<file path="src/hdl/rns_pkg.sv">
`default_nettype none

package rns_pkg;

    localparam int RESERVOIR_DEPTH = 64;
    localparam int COUNT_WIDTH     = 32;
    localparam int DATA_W          = 64;
    localparam int FANOUT_W        = 7;
    localparam int SEEN_W          = 32;
    localparam int IDX_W           = (RESERVOIR_DEPTH > 1) ? $clog2(RESERVOIR_DEPTH) : 1;
    localparam int HELD_W          = $clog2(RESERVOIR_DEPTH + 1);
    localparam int STEP_W          = $clog2(DATA_W);

    typedef enum logic [1:0] {
        ST_IDLE,
        ST_EVAL,
        ST_DIVIDE,
        ST_FLUSH
    } t_state;

    // controller -> datapath
    typedef struct packed {
        logic accept;
        logic append;
        logic drop;
        logic div_start;
        logic write_j;
        logic flush_rd;
        logic clear;
    } t_cmd;

    // datapath -> controller
    typedef struct packed {
        logic fan_zero;
        logic held_lt_depth;
        logic held_lt_k;
        logic div_done;
        logic run_end;
        logic flush_last;
    } t_sts;

    function automatic logic [SEEN_W-1:0] sat_seen(input logic [COUNT_WIDTH-1:0] c);
        logic [63:0] w;
        w = 64'(c);
        if (w > 64'hFFFF_FFFF) begin
            return '1;
        end
        return w[SEEN_W-1:0];
    endfunction

endpackage

`default_nettype wire

</file>
<file path="src/hdl/rns_ctrl.sv">
`default_nettype none

module rns_ctrl (
    input  wire logic          i_clk,
    input  wire logic          i_rst_n,
    input  wire logic          i_start,
    input  wire rns_pkg::t_sts i_sts,
    output rns_pkg::t_cmd      o_cmd,
    output logic               o_busy
);
    import rns_pkg::*;

    t_state r_state;
    t_state n_state;

    always_ff @(posedge i_clk) begin
        if (!i_rst_n) begin
            r_state <= ST_IDLE;
        end else begin
            r_state <= n_state;
        end
    end

    always_comb begin
        n_state = r_state;
        unique case (r_state)
            ST_IDLE: begin
                if (i_start) begin
                    n_state = ST_EVAL;
                end
            end
            ST_EVAL: begin
                if (!i_sts.fan_zero && !i_sts.held_lt_k) begin
                    n_state = ST_DIVIDE;
                end else if (i_sts.run_end) begin
                    n_state = ST_FLUSH;
                end else begin
                    n_state = ST_IDLE;
                end
            end
            ST_DIVIDE: begin
                if (i_sts.div_done) begin
                    n_state = i_sts.run_end ? ST_FLUSH : ST_IDLE;
                end
            end
            ST_FLUSH: begin
                if (i_sts.flush_last) begin
                    n_state = ST_IDLE;
                end
            end
            default: n_state = ST_IDLE;
        endcase
    end

    always_comb begin
        o_cmd  = '0;
        o_busy = (r_state != ST_IDLE);
        unique case (r_state)
            ST_IDLE: begin
                o_cmd.accept = i_start;
            end
            ST_EVAL: begin
                if (i_sts.fan_zero) begin
                    o_cmd.append = i_sts.held_lt_depth;
                    o_cmd.drop   = !i_sts.held_lt_depth;
                end else begin
                    o_cmd.append    = i_sts.held_lt_k;
                    o_cmd.div_start = !i_sts.held_lt_k;
                end
            end
            ST_DIVIDE: begin
                o_cmd.write_j = i_sts.div_done;
            end
            ST_FLUSH: begin
                o_cmd.flush_rd = 1'b1;
                o_cmd.clear    = i_sts.flush_last;
            end
            default: o_cmd = '0;
        endcase
    end

endmodule

`default_nettype wire

</file>
<file path="config.mk">
export PLATFORM = sky130hd
export DESIGN_NAME = rns_ctrl
export DESIGN_NICKNAME = d
export VERILOG_FILES = /design/src/hdl/rns_pkg.sv /design/src/hdl/rns_ctrl.sv
export SDC_FILE = /design/constraint.sdc
export NUM_CORES = 1
export LEC_CHECK = 0
export BUFFER_PORTS_ARGS = -buffer_cell sky130_fd_sc_hd__buf_2
export CAP_MARGIN = 30
export CORE_AREA = 4 4 41 43
export CTS_BUF_LIST = sky130_fd_sc_hd__clkbuf_4
export DETAILED_ROUTE_END_ITERATION = 8
export DIE_AREA = 0 0 45 47
export PLACE_DENSITY_LB_ADDON = 0.05
export SLEW_MARGIN = 10
export SYNTH_ARGS = -nofsm -noshare
export SYNTH_HDL_FRONTEND = slang
export SYNTH_SLANG_ARGS = --single-unit
</file>
<file path="constraint.sdc">
create_clock -name i_clk -period 1.1 [get_ports i_clk]
set_input_delay 0.11 -clock i_clk [delete_from_list [all_inputs] [get_ports i_clk]]
set_output_delay 0.11 -clock i_clk [all_outputs]
set_load 0.01 [all_outputs]
</file>
==> impl_results.md, run 1 <==
* Status: finished, violations left
* Failing checks: setup timing
* Mean area per synthesized cell at 7.28 um^2
* R2R Setup Slk at -50 ps
* CP max-delay cell: dfxtp_4
* Final setup violation count at 9
* Synth area leaders: dfxtp_1 (20%), o22a_1 (8.6%), mux2_4 (7.4%)
* Number of flops mapped to enable cells by yosys at 0
* Final Worst Setup Slack at -125 ps
* Vias at 266
* Hold WC Path Type: primary input to register
* NetSw at between 0.0001 and 0.00015 W
* Global route total overflow at 0
* Final Max Slew Viols at 0
* IO buf count at 16
* DRC viols at 0
* Die X at around 45 um
* Post-Layout Cell Count at 65
* Num Clock Sinks at 2
* Final core utilization at 28.7%
* Die area at 2120 um^2
* Largest net degree at the start of global routing at 10
* Final net count at 61
* Max H-tree Level at 1
* Fin crit share at 111%
* Initial antenna violation count at 0
* Internal power at 0.000307 W
* Post-synth top area share at 19.6%
* Max-slew headroom at roughly 87%
* Core area at 1300 um^2
* Final Skew at 4.59 ps
* CP Class: register to output port
* Netlist Area Pre-Place at 204 um^2
* Final wirelength at 677 um
* GPL Wtd Cong at 0.631
* Seq/Total Area, Yosys at 19.6%
* Switching share of total power at 31.3%
* Clock Latency Late Sink at 230 ps
* Worst setup EP type: output port
* Min cycle time layout at 1230 ps
* Inst Count DP at 59
* Vias in the first global route at approximately 270
* Die height at 47 um
* P per Cell Area at roughly 1200 nW/um^2
* Asr flop ratio synth at 0%
* CTS tree: done
* Total GRT Usage at 7.33%
* Worst vdd ir at 202 uV
* Post-DP HPWL at 553 um
* Ant diodes at 0
* Initial core utilization at 15.7%
* Post-DP Area at 299 um^2
* Root buf cell: clkbuf_4
* Flop and latch count out of synthesis at 2
* Most numerous cell in the Yosys netlist: nor2_1
* Mapped Cells at 28
* Clock buffer count from CTS at 3
* Synth Warn # at 0
* Post-synth top flop: dfxtp_1
* Comb power frac at 40.0%
* Clock Path Buffers at 2
* CP startpoint kind: register
* ANT nets after route at 0
* Slowest stage delay, CP at 340 ps
* Worst Path Required at 990 ps
* Syn Nets at 37
* Static Leak at 0.202 nW
* Wire length per cell at between 10 and 15 um
* Max Freq at ~820 MHz
* Critical path, cell by cell: buf_6 -> or2_1 -> nor2_1 -> buf_2
* Drt initial violations at 0
* Distinct cells, synth at 19
* RSZ-0062 raised after global routing: yes
* Hold WS at 131 ps
* Arr. time, crit path at 1120 ps
* Top reg by flops: r_state
* Clock share of power at between 30% and 40%
* Layout cell share with drive strength beyond 1 at 58.0%
* First-pass detailed-route iteration total at 1
* Boundary Pins at 17
* Worst Tran Pin Value at 186 ps
* Crit Path Max Fanout at 4
* CTS clk-pin slew, worst paths at about 30 ps
* Final Cell Area at 374 um^2
* Largest registers: r_state: 2 flops
* Final hold violation count at 0
* Hold buffer count at cts at 0
* Area leader, netlist: dfxtp_1
* Row cnt at 13
* Max reg flops at 2
* Synthesis-to-finish area growth at 83.4%
* Total of max-cap violations at 0
* Vias/cell at roughly 4.1
* Sequential Power Share at 23.3%
* First-pass GRT wire length at 986 um
-- layout by cell type (no fill, tap or decap) --
cell	Yosys	routed
nand2b_1	2	2
a21oi_1	1	1
nand3b_1	1	1
clkbuf_4	0	3
buf_6	1	2
o21bai_1	1	1
buf_2	0	15
o22a_1	2	2
nand2_1	2	1
nor2_1	4	4
dfxtp_4	0	2
and3_4	0	1
mux2_4	1	1
or2_1	1	1
nor3b_2	0	1
nor2b_1	1	1
inv_1	2	2
mux2i_1	1	1
o21ai_0	2	2
nor3_1	1	1
buf_4	0	3
nand2_2	0	1
a31oi_1	1	1
-- cells by family (layout without fill, tap and decap cells) --
kind of cell           after synthesis  in the layout  synth area share [%]
and+or+nand+nor                     14             14                  36.2
buffers and inverters                3             25                  9.20
muxes                                2              2                  12.3
DFF                                  2              2                  19.6
AOI/OAI and AO/OA                    7              7                  22.7
-- power by group through the flow --
stage | Sequential, W | Clock, W | Combinational, W
2_1_floorplan | 0.0000936 | 0 | 0.0000999
3_3_place_gp | 0.000102 | 0 | 0.000146
3_5_place_dp | 0.000103 | 0 | 0.000148
4_1_cts | 0.000105 | 0.000179 | 0.000170
5_1_grt | 0.000108 | 0.000169 | 0.000192
6_report | 0.000104 | 0.000164 | 0.000179
-- layout make-up --
type	count	area (um^2)
fill	160	927
sequential	2	47.5
timing repair buffer	20	120
clock buffer	3	22.5
tap	15	18.8
inverter	2	7.51
multi-input combinational	23	158
-- metal layers --
layer  GRT usage [%]  vias to the layer above  wire length [um]
li1                -                      141                 -
met1            6.79                      111               269
met2            10.7                       12               335
met3            1.53                        2                52
met4            12.3                        0                19
met5               0                        -                 0
-- critical path: cells and delay by family (launching register included) --
family        cells  cell delay (ps)
buf+inv           2              240
simple gates      2              300
flops             1              340
-- final timing paths --
kind                            depth (start not counted)                     from                 endpoint
worst max-delay path                                    4  r_state[1]$_SDFFE_PN0P_                 o_cmd[6]
worst min register to register                          2  r_state[0]$_SDFFE_PN0P_  r_state[1]$_SDFFE_PN0P_
worst min-delay path                                    3                  i_rst_n  r_state[0]$_SDFFE_PN0P_
worst max register to register                          4  r_state[1]$_SDFFE_PN0P_  r_state[0]$_SDFFE_PN0P_
-- per-stage QoR --
stage	power, W	setup slack, ps	TNS (ps)
after floorplan	0.000193	32.0	0
after global placement	0.000249	10.0	0
after detailed placement	0.000250	-19.1	-36.7
after CTS	0.000455	-149	-741
after global routing	0.000469	-163	-982
final	0.000447	-125	-589
-- what timing repair did --
action / CTS / global route
pin swaps: 1 / 0
gates resized for setup: 7 / 2
setup endpoints to repair: 10 / 9
buffers inserted: 2 / 1
(Power assumes the default switching activity.)
==> run 2: changes to the inputs <==
==> constraint.sdc (replaced) <==
create_clock -name i_clk -period 1.1 [get_ports i_clk]
set_input_delay 0.22 -clock i_clk [delete_from_list [all_inputs] [get_ports i_clk]]
set_output_delay 0.22 -clock i_clk [all_outputs]
set_load 0.01 [all_outputs]
==> run 2 against run 1 <==
  * Global-route usage up 1.1 points
  * The flow still finishes with violations (setup timing)
  * Sequential power hardly changed
  * First-iteration DRC count is 7 higher
  * Wire length up 6.8%
  * Largest power group unchanged
  * Clock skew is 4.3 ps lower
  * Clock-buffer cell count is the same
  * Combinational power grew 25%
==> impl_results.md, run 2 (synthesis gave the netlist of run 1 again) <==
* NetSw at 0.000161 W (+15%)
* Final net count at 63 (+3.3%)
* Fin crit share at 115% (+3.5 points)
* CTS tree: done
* Die height at 47 um (unchanged)
* Internal power at 0.000335 W (+9.2%)
* Post-Layout Cell Count at 67 (+3.1%)
* Most common cell after layout, fill and taps aside: buf_2
* Arr. time, crit path at 1040 ps (-80 ps)
* Vias at 284 (+6.8%)
* Hold path depth at 3 (unchanged)
* Root buf cell: clkbuf_4
* Largest registers: r_state: 2 flops
* Die X at 45 um (unchanged)
* Top reg by flops: r_state
* Die area at 2120 um^2 (unchanged)
* FF+latch area at 47.5 um^2 (unchanged)
* Wire length per cell at 10.8 um (+3.6%)
* Hold buffer count at cts at 0 (unchanged)
* Comb power frac at 45.0% (+5.0 points)
* Synthesis-to-finish area growth at 98.2%
* R2R Path Start: r_state[1]$_SDFFE_PN0P_
* Worst Tran Pin Value at 185 ps (-0.725 ps)
* Post-DP HPWL at 518 um (-6.4%)
* Vias/cell at 4.24 (+3.6%)
* GPL Wtd Cong at 0.745 (+18%)
* Final wirelength at 723 um (+6.8%)
* IO buf count at 16 (unchanged)
* Clock buffer count from CTS at 3 (unchanged)
* R2R depth at 6 (+2)
* First-pass GRT wire length at 1.21 mm (+23%)
* CTS clk-pin slew, worst paths at 30 ps (about the same)
* RSZ-0062 raised after global routing: yes
* Max-slew headroom at 87.5% (about the same)
* Inst Count DP at 60 (+1.7%)
* CP startpoint kind: register
* First-pass detailed-route iteration total at 3 (+2)
* Final Skew at 0.286 ps (-4.30 ps)
* ANT nets after route at 0 (unchanged)
* Num Clock Sinks at 2 (unchanged)
* Clock Latency Late Sink at 230 ps (about the same)
* Final setup violation count at 10 (+1)
* Global route total overflow at 0 (unchanged)
* Initial antenna violation count at 0 (unchanged)
* P per Cell Area at 1230 nW/um^2 (+2.8%)
* Max H-tree Level at 1 (unchanged)
* Boundary Pins at 17 (unchanged)
* Worst setup EP type: output port
* CP startpoint: r_state[1]$_SDFFE_PN0P_
* Clock share of power at 34.5% (-2.2 points)
* Hold Path Origin: i_rst_n
* Worst Path Required at 880 ps (-110 ps)
* Sequential Power Share at 20.5% (-2.8 points)
* Final hold violation count at 0 (unchanged)
* Failing checks: setup timing
* Switching share of total power at 32.5% (+1.2 points)
* Clock Path Buffers at 2 (unchanged)
* Most frequent cells in the layout: buf_2 (16), buf_4 (4), nor2_1 (3), clkbuf_4 (3)
* Max reg flops at 2 (unchanged)
* Total GRT Usage at 8.43% (+1.1 points)
* Hold WC Path Type: primary input to register
* Final Max Slew Viols at 0 (unchanged)
* Final Worst Setup Slack at -164 ps (-38.5 ps)
* Final Cell Area at 404 um^2 (+8.0%)
* Vias in the first global route at 285 (+6.3%)
* Layout cell share with drive strength beyond 1 at 65.4% (+7.4 points)
* Largest net degree at the start of global routing at 5 (-5)
* Core area at 1300 um^2 (unchanged)
* CP Class: register to output port
* Total of max-cap violations at 0 (unchanged)
* Row cnt at 13 (unchanged)
* Max Freq at 791 MHz (-3.0%)
* Area of the multi-input gates at 175 um^2 (+11%)
* Fill count at 154 (-3.8%)
* Post-DP Area at 312 um^2 (+4.2%)
* Ant diodes at 0 (unchanged)
* Status: finished, violations left
* Crit Path Max Fanout at 4 (unchanged)
* Drt initial violations at 7 (+7)
* Worst vdd ir at 405 uV (+100%)
* DRC viols at 0 (unchanged)
* Min cycle time layout at 1260 ps (+38.5 ps)
* Initial core utilization at 15.7% (unchanged)
* Static Leak at 0.229 nW (+14%)
run 2: worst paths after layout:
path / to / slack, ps
max: o_cmd[6] / -160
min reg2reg: r_state[1]$_SDFFE_PN0P_ / 690
min: r_state[0]$_SDFFE_PN0P_ / 240
max reg2reg: r_state[0]$_SDFFE_PN0P_ / -150
run 2: per-stage QoR:
stage / TNS (ps) / hold slack [ps] / utilization [%] / setup WS (ps) / total power [W]
2_1_floorplan: 0 / 358 / - / 17.0 / 0.000195
3_3_place_gp: -15.0 / 486 / 23.9 / -9.88 / 0.000257
3_5_place_dp: -92.0 / 490 / 23.9 / -36.5 / 0.000257
4_1_cts: -913 / 235 / 29.4 / -164 / 0.000475
5_1_grt: -1700 / 241 / 31.1 / -236 / 0.000546
6_report: -1100 / 241 / 31.1 / -164 / 0.000496
run 2: critical path: stages, from the launching register on:
cell and delay [ps]:
dfxtp_4 340, or2_4 250, nor2_2 90, buf_2 120
run 2: timing repair:
item,4_1_cts,5_1_grt
pin swaps,4,2
setup endpoints to repair,10,10
setup buffers,3,1
gates resized for setup,8,4
run 2: final cells by class:
type | instances | share of cell area (%)
clock buffers | 3 | 5.57
inverters | 2 | 1.86
multi-input cells | 23 | 43.3
flip-flops and latches | 2 | 11.8
well taps | 15 | 4.64
repair buffers | 22 | 32.8
run 2: power by group through the flow:
stage	logic (W)	registers (W)	clock network (W)
after floorplan	0.000101	0.0000936	0
after global routing	0.000247	0.000103	0.000196
final	0.000223	0.000102	0.000171
after global placement	0.000156	0.000101	0
after CTS	0.000199	0.000100	0.000176
after detailed placement	0.000157	0.000101	0
run 2: routing by layer:
metal | share of wire, % | track usage, % | up-vias
met4 | 0 | 7.02 | 0
met2 | 52 | 12.7 | 7
li1 | - | - | 146
met1 | 44 | 9.01 | 131
met5 | 0 | 0 | -
met3 | 4.4 | 3.83 | 0
